--- src/rtl/tzl_pkg.sv ---
// tzl_pkg: shared widths, command/status codes and control structs for the
// time zone transition lookup block. No dependencies.
`timescale 1ns / 1ps
`default_nettype none

package tzl_pkg;

    localparam int CMD_W  = 2;
    localparam int KEY_W  = 40;
    localparam int LOC_W  = KEY_W + 1;
    localparam int TIDX_W = 6;
    localparam int OFF_W  = 18;
    localparam int ABBR_W = 8;
    localparam int STAT_W = 2;

    // Stored words: type = {abbrev, dst, offset}, transition = {type, local, utc}
    localparam int TYPE_WORD_W  = ABBR_W + 1 + OFF_W;
    localparam int TRANS_WORD_W = TIDX_W + LOC_W + KEY_W;

    localparam logic [CMD_W-1:0] CMD_LOAD_TYPE    = 2'd0;
    localparam logic [CMD_W-1:0] CMD_LOAD_TRANS   = 2'd1;
    localparam logic [CMD_W-1:0] CMD_LOOKUP_UTC   = 2'd2;
    localparam logic [CMD_W-1:0] CMD_LOOKUP_LOCAL = 2'd3;

    localparam logic [STAT_W-1:0] STAT_OK       = 2'd0;
    localparam logic [STAT_W-1:0] STAT_FULL     = 2'd1;
    localparam logic [STAT_W-1:0] STAT_BAD_TYPE = 2'd2;
    localparam logic [STAT_W-1:0] STAT_NO_TYPE  = 2'd3;

    localparam logic signed [KEY_W-1:0] KEY_MAX = {1'b0, {(KEY_W-1){1'b1}}};
    localparam logic signed [KEY_W-1:0] KEY_MIN = {1'b1, {(KEY_W-1){1'b0}}};

    // controller -> datapath
    typedef struct packed {
        logic capture;    // latch the input transaction
        logic decode;     // check tables, set status, write type entry, init search
        logic tr_wr;      // write transition entry
        logic probe_upd;  // apply one search compare
        logic sel_addr;   // type memory read at selected type
        logic conv;       // build lookup result
        logic push;       // move result into output register
    } t_dp_cmd;

    // datapath -> controller
    typedef struct packed {
        logic [CMD_W-1:0] cmd;
        logic             tr_ok;
        logic             lookup_ok;
        logic             search_done;
        logic             out_free;
    } t_dp_stat;

endpackage

`default_nettype wire

--- src/rtl/tzl_ctrl.sv ---
// tzl_ctrl: sequencing state machine for loads and binary-search lookups.
// Depends on tzl_pkg; drives tzl_dpath through t_dp_cmd.
`timescale 1ns / 1ps
`default_nettype none

module tzl_ctrl import tzl_pkg::*; (
    input  wire logic     i_clk,
    input  wire logic     i_rst_n,
    input  wire logic     i_in_valid,
    output logic          o_in_ready,
    input  wire t_dp_stat i_stat,
    output t_dp_cmd       o_cmd
);

    localparam logic [2:0] S_IDLE      = 3'd0;
    localparam logic [2:0] S_DECODE    = 3'd1;
    localparam logic [2:0] S_TR_WR     = 3'd2;
    localparam logic [2:0] S_PROBE_RD  = 3'd3;
    localparam logic [2:0] S_PROBE_CMP = 3'd4;
    localparam logic [2:0] S_SEL_RD    = 3'd5;
    localparam logic [2:0] S_CONV      = 3'd6;
    localparam logic [2:0] S_OUT       = 3'd7;

    logic [2:0] r_state;
    logic [2:0] n_state;

    always_comb begin
        n_state    = r_state;
        o_cmd      = '0;
        o_in_ready = (r_state == S_IDLE);
        case (r_state)
            S_IDLE: begin
                if (i_in_valid) begin
                    o_cmd.capture = 1'b1;
                    n_state       = S_DECODE;
                end
            end
            S_DECODE: begin
                o_cmd.decode = 1'b1;
                case (i_stat.cmd)
                    CMD_LOAD_TYPE:  n_state = S_OUT;
                    CMD_LOAD_TRANS: n_state = i_stat.tr_ok ? S_TR_WR : S_OUT;
                    default:        n_state = i_stat.lookup_ok ? S_PROBE_RD : S_OUT;
                endcase
            end
            S_TR_WR: begin
                o_cmd.tr_wr = 1'b1;
                n_state     = S_OUT;
            end
            S_PROBE_RD: begin
                // read of mem[mid] is in flight unless the window is empty
                n_state = i_stat.search_done ? S_SEL_RD : S_PROBE_CMP;
            end
            S_PROBE_CMP: begin
                o_cmd.probe_upd = 1'b1;
                n_state         = S_PROBE_RD;
            end
            S_SEL_RD: begin
                o_cmd.sel_addr = 1'b1;
                n_state        = S_CONV;
            end
            S_CONV: begin
                o_cmd.conv = 1'b1;
                n_state    = S_OUT;
            end
            S_OUT: begin
                if (i_stat.out_free) begin
                    o_cmd.push = 1'b1;
                    n_state    = S_IDLE;
                end
            end
            default: n_state = S_IDLE;
        endcase
    end

    always_ff @(posedge i_clk) begin
        if (!i_rst_n) begin
            r_state <= S_IDLE;
        end else begin
            r_state <= n_state;
        end
    end

endmodule

`default_nettype wire

--- config.mk ---
export PLATFORM = sky130hd
export DESIGN_NAME = tzl_ctrl
export DESIGN_NICKNAME = d
export VERILOG_FILES = /design/src/rtl/tzl_pkg.sv /design/src/rtl/tzl_ctrl.sv
export SDC_FILE = /design/constraint.sdc
export NUM_CORES = 1
export LEC_CHECK = 0
export BUFFER_PORTS_ARGS = -buffer_cell sky130_fd_sc_hd__buf_2
export CAP_MARGIN = 20
export CORE_AREA = 2 2 39 41
export DETAILED_ROUTE_END_ITERATION = 10
export DIE_AREA = 0 0 41 43
export HOLD_SLACK_MARGIN = 0.02
export SLEW_MARGIN = 40
export SYNTH_ARGS = -nofsm -noshare
export SYNTH_HDL_FRONTEND = slang
export SYNTH_SLANG_ARGS = --single-unit
--- constraint.sdc ---
create_clock -name i_clk -period 1.5 [get_ports i_clk]
set_input_delay 0.075 -clock i_clk [delete_from_list [all_inputs] [get_ports i_clk]]
set_output_delay 0.075 -clock i_clk [all_outputs]
set_load 0.1 [all_outputs]
==> summary.md, run 1 <==
| Metric | Value |
|---|---|
| DR vias | 280 |
| TritonCTS Buffers | 3 |
| Maxcap violations | 0 |
| Ys flop type | dfxtp_1 |
| Initial drt markers | 4 |
| Row count | 14 |
| Residual DRC | 0 |
| Nature of the critical path endpoint | primary output |
| Leakage power | 0.2115 nW |
| Fin Clk Skew | 0.007007 ns |
| Biggest regs | r_state (3) |
| CP startpoint kind | register |
| Area leader, netlist | dfxtp_1 |
| Max FFs per register | 3 |
| Most frequent cells after synthesis | nand2_1, dfxtp_1, nor2_1 |
| Clk_lat worst skew | 0.24 ns |
| Register area share after synthesis | 0.2609 |
| Area added between synthesis and finish | 115.8% |
| Largest net degree at the start of global routing | 11 |
| Worst Max-Slew Pin Slew | 0.2262 ns |
| Clock-pin slew on the worst setup and hold paths | 0.04 ns |
| Initial antenna violation count | 0 |
| Die Footprint | 1763 um2 |
| Worst reg2reg path depth | 3 |
| H-tree depth | 1 |
| Maximum clock rate | 704.1 MHz |
| Global-route wire length before repair | 959 um |
| CTS sink count | 3 |
| Most numerous cell in the Yosys netlist | nand2_1 |
| Setup Viol. Count Final | 0 |
| Final hold violation count | 0 |
| Synth async-reset ratio | 0 |
| Critical Path, Cell by Cell | or3_4 -> inv_6 -> and2_4 -> buf_12 |
| Syn Inst Count | 31 |
| Gpl congestion | 0.7169 |
| Die span in x | 41 um |
| CP arrival | 1.35 ns |
| Min cycle time layout | 1.420 ns |
| Slew HR | 0.8486 |
| IO buf count | 16 |
| Vias per cell | 4.242 |
| Post-synth EDFFs | 0 |
| Core area | 1384 um2 |
| Final worst setup slack | 0.07984 ns |
| Longest Clk Path Bufs | 2 |
| Antenna-violating nets left | 0 |
| DR WL/cell | 8.682 um |
| DRT Wirelength | 573 um |
| Worst vdd rail ir drop | 0.5148 mV |
| Crit-path max FO | 10 |
| CP max stage cell | or3_4 |
| WS Path Type | register to primary output |
| Crit path required time | 1.42 ns |
| Antenna diodes | 0 |
| Clk root buf | clkbuf_4 |
| Pins Over Slew Limit | 0 |
| Final period util | 0.9468 |
| Worst hold path class | input pin to register |
| Fill cells | 137 |
| IO Count | 17 |
| DP Wirelength | 468.4 um |
| Unrepaired setup endpoints after global routing | no |
| Die height | 43 um |
| Worst path max stage delay | 0.37 ns |
| Status | complete, no violations |
| Hold Buf Count CTS | 0 |
| Yosys warns | 0 |
| Synth area leaders | dfxtp_1, nand2_1, nor3b_1 |
| Worst Hold Path Cells | 3 |
| Pre-Repair DR Iteration Count | 4 |
| Total grt overflow | 0 |
| CTS tree | built |
| Initial Util | 0.1664 |
| #FFs+latches synth | 3 |
| PwrDens | 1443 nW/um2 |
| Syn Nets | 40 |
| Layout cells sized above 1 | 0.6200 |
| Hold WS | 0.09675 ns |
| Total GRT Usage | 0.08225 |
| Reg2reg start | r_state[2] |
| Post-Syn Area | 230.2 um2 |
| Area share of the leading cell type in the synthesized netlist | 0.2609 |
| Worst reg-to-reg setup slack | 0.43 ns |
| Largest reg by FF count | r_state |
| Worst slack, placed | 0.2821 ns |
| Crit path launch | r_state[2] |
| Avg Cell Area, Syn | 7.426 um2 |
| Distinct cell type count after synthesis | 22 |
| Post-layout net count | 60 |
| Hold path start | i_rst_n |
| Number of global-route vias before repair | 261 |
-- cell type report --
cell class / count / area [um2] / share of cell area
clock buffer: 4 / 26.28 / 0.05290
inverter: 2 / 12.51 / 0.02519
tap: 16 / 20.02 / 0.04030
timing repair buffer: 18 / 215.2 / 0.4332
sequential: 3 / 61.31 / 0.1234
multi-input combinational: 23 / 161.4 / 0.3249
-- cells in the final DEF (no fill, tap or decap) --
cell type and n:
and2_2 1, a21oi_1 1, dfxtp_2 1, o211ai_1 1, nand2b_1 1, buf_4 2
o21ai_0 1, clkbuf_4 3, nand3b_1 1, or3_4 1, buf_12 8, inv_6 1
nand2_1 5, nor3b_2 2, and3b_2 1, inv_1 1, clkbuf_1 1, a311oi_1 1
buf_2 8, and2_4 1, nor2_4 1, a31oi_1 1, nand3_1 1, nor2_1 1
dfxtp_1 2, a211oi_1 1, nor2_2 1
-- cells by family (layout without fill, tap and decap cells) --
family	count (synthesis)	in the layout	share of synthesized area
AND/OR/NAND/NOR	17	17	0.4294
AO/OA/AOI/OAI	6	6	0.1739
buffers and inverters	5	24	0.1358
flip-flops	3	3	0.2609
-- layer usage --
metal | wire length (um) | up-vias | global-route usage
met2 | 277 | 12 | 0.1219
li1 | - | 144 | -
met4 | 0 | 0 | 0.02000
met5 | 0 | - | 0
met1 | 251 | 124 | 0.08974
met3 | 44 | 0 | 0.06283
-- timing repair --
item,CTS,global route
resized for setup,0,1
endpoints found under the setup margin,0,1
hold endpoints to repair,0,0
buffers inserted,0,0
-- stage by stage --
step / setup TNS (ns) / utilization / power (mW) / instance area (um2) / cells
6_report: 0 / 0.3590 / 0.7166 / 496.7 / 66
2_1_floorplan: -0.4862 / - / 0.4279 / 257.7 / 31
4_1_cts: 0 / 0.3580 / 0.7261 / 495.5 / 66
3_5_place_dp: 0 / 0.3391 / 0.5745 / 469.2 / 62
3_3_place_gp: 0 / 0.3391 / 0.5709 / 469.2 / 62
5_1_grt: 0 / 0.3590 / 0.7526 / 496.7 / 66
-- worst paths after layout --
path | endpoint
min | r_state[2]
max | o_cmd[6]
min reg2reg | r_state[1]
max reg2reg | r_state[0]
-- where the power goes --
part	internal, mW	switching [mW]	total, mW
clock network	0.100	0.0453	0.145
logic	0.170	0.291	0.461
registers	0.0953	0.0154	0.111
total	0.365	0.352	0.717
-- worst max-delay path: cells and delay by family, from the launching register on --
kind | cells | cell delay (ns)
buffers and inverters | 2 | 0.24
AND/OR/NAND/NOR | 2 | 0.51
flip-flops | 1 | 0.36
Power figures use the tool's default switching activity.
==> run 2: changes to the inputs <==
Settings changed: SETUP_SLACK_MARGIN set to 0.15.
Clock period 1.5 ns to 1.29 ns, I/O delays scaled along.
==> run 2 against run 1 <==
- the run now ends with setup timing left
- wire length up 27%
- cell area is 18% higher
- hold slack got worse by 0.012 ns
- global-route usage up 1.8 points
- total power up 33%
- count of clock-buffer cells in the layout did not move
- die area unchanged
- register-to-register slack lost 0.32 ns
- via count up 14%
- first-iteration DRC count is 75% higher
- critical endpoint unchanged
- sequential power increased by 13%
==> summary.md, run 2 (synthesized netlist as in run 1, its figures left out) <==
| Metric | Value |
|---|---|
| Status | finished, violations left |
| Failing checks | setup timing |
| Die span in x | 41 um (unchanged) |
| Largest net degree at the start of global routing | 10 (-1) |
| Total GRT Usage | 0.1005 (+0.01826) |
| Min cycle time layout | 1.418 ns |
| Post-layout net count | 66 (+10%) |
| Final hold violation count | 0 (unchanged) |
| DRT Wirelength | 728 um (+27%) |
| Worst reg-to-reg setup slack | 0.11 ns (-0.32 ns) |
| Number of global-route vias before repair | 281 (+7.7%) |
| Initial antenna violation count | 0 (unchanged) |
| Die height | 43 um (unchanged) |
| Fill cells | 138 (+0.73%) |
| Maxcap violations | 0 (unchanged) |
| Final worst setup slack | -0.1277 ns (-0.2075 ns) |
| Unrepaired setup endpoints after global routing | yes |
| Worst Max-Slew Pin Slew | 0.2225 ns (-0.003605 ns) |
| TritonCTS Buffers | 3 (unchanged) |
| Pre-Repair DR Iteration Count | 2 (-2) |
| Antenna-violating nets left | 0 (unchanged) |
| Worst slack, placed | 0.1110 ns (-0.1711 ns) |
| Critical Path, Cell by Cell | or3_4 -> inv_12 -> and2_4 -> buf_12 |
| Max FFs per register | 3 (unchanged) |
| CP max stage cell | or3_4 |
| Gpl congestion | 0.7418 (+3.5%) |
| IO buf count | 16 (unchanged) |
| Fin Clk Skew | 0.004129 ns (-0.002878 ns) |
| Vias per cell | 4.417 (+4.1%) |
| CTS sink count | 3 (unchanged) |
| WS Path Type | register to primary output |
| H-tree depth | 1 (unchanged) |
| Setup Viol. Count Final | 2 (+2) |
| Crit-path max FO | 2 (-8) |
| CP delay by family, top | simple AND/OR/NAND/NOR gates |
| Row count | 14 (unchanged) |
| Final Power | 952.7 uW (+33%) |
| IO Count | 17 (unchanged) |
| Pins Over Slew Limit | 0 (unchanged) |
| Largest reg by FF count | r_state |
| Crit path required time | 1.23 ns (-0.19 ns) |
| Final period util | 1.099 |
| Nature of the critical path endpoint | primary output |
| CP arrival | 1.35 ns (about the same) |
| Total grt overflow | 0 (unchanged) |
| Worst vdd rail ir drop | 0.7770 mV (+51%) |
| Area post-placement | 504.2 um2 (+7.5%) |
| Antenna diodes | 0 (unchanged) |
| Initial drt markers | 7 (+3) |
| Initial Util | 0.1664 (unchanged) |
| Hold Buf Count CTS | 0 (unchanged) |
| CTS tree | built |
| Clk root buf | clkbuf_4 |
| DR vias | 318 (+14%) |
| CP startpoint kind | register |
| Clk_lat worst skew | 0.24 ns (about the same) |
| Global-route wire length before repair | 1131 um (+18%) |
| Clock-pin slew on the worst setup and hold paths | 0.04 ns (about the same) |
| PwrDens | 1624 nW/um2 (+13%) |
| Core area | 1384 um2 (unchanged) |
| DP Wirelength | 523.2 um (+12%) |
| Buffers & Inverters on Critical Path | 2 (unchanged) |
| Residual DRC | 0 (unchanged) |
| Biggest regs | r_state (3) |
| Layout cells sized above 1 | 0.7143 (+0.09429) |
| Die Footprint | 1763 um2 (unchanged) |
| Most frequent cells in the layout | buf_2, buf_12, buf_4 |
| Worst path max stage delay | 0.44 ns (+0.07 ns) |
| Finished Cell Area | 586.8 um2 (+18%) |
| Worst hold path class | input pin to register |
| Leakage power | 0.2526 nW (+19%) |
| Slew HR | 0.8506 (+0.002058) |
| Fin util | 0.4241 (+0.06510) |
| Maximum clock rate | 705.4 MHz |
| Area added between synthesis and finish | 154.9% |
| Longest Clk Path Bufs | 2 (unchanged) |
| Hold WS | 0.08480 ns (-0.01195 ns) |
| DR WL/cell | 10.11 um (+16%) |
-- run 2: cell count changes in the layout (fill, tap and decap cells not counted), sizes merged --
cell	before	now
buf	18	24
-- run 2: path summary, 6_finish.rpt --
kind / endpoint / from / cells past startpoint
hold reg to reg: r_state[0] / r_state[0] / 2
setup / recovery: o_cmd[6] / r_state[0] / 4
hold / removal: r_state[2] / i_rst_n / 3
setup reg to reg: r_state[1] / r_state[0] / 5
-- run 2: power by group --
group          internal [mW]  switching [mW]  leakage (nW)  total, mW
combinational          0.269           0.389         0.212      0.657
clock                  0.116          0.0544        0.0150      0.171
sequential             0.112          0.0125        0.0256      0.125
total                  0.497           0.456         0.253      0.953
-- run 2: repair_timing --
item / in CTS / in global routing
pin swaps: 3 / 1
endpoints found under the hold margin: 0 / 0
setup buffers: 5 / 0
setup endpoints to repair: 8 / 9
gates resized for setup: 7 / 0
-- run 2: worst min-delay path, stage by stage --
cell and delay, ns:
buf_2 0.10, inv_1 0.07, a211oi_1 0.05
-- run 2: routing by layer --
metal / track usage / wire, um
met2: 0.1375 / 347
met5: 0 / 0
met3: 0.04712 / 42
met1: 0.1129 / 326
met4: 0.08000 / 12
-- run 2: layout make-up --
type                    count  area, um2  area share
multi-input cells          23      190.2      0.3241
inverters                   2      20.02     0.03412
well taps                  16      20.02     0.03412
repair buffers             24      267.8      0.4563
flip-flops and latches      3      62.56      0.1066
clock buffers               4      26.28     0.04478
-- run 2: per-stage QoR --
stage          TNS (ns)  instances
2_1_floorplan   -0.2461         31
3_3_place_gp          0         63
3_5_place_dp          0         63
6_report        -0.2284         72
4_1_cts         -0.2265         72
5_1_grt         -0.2637         72
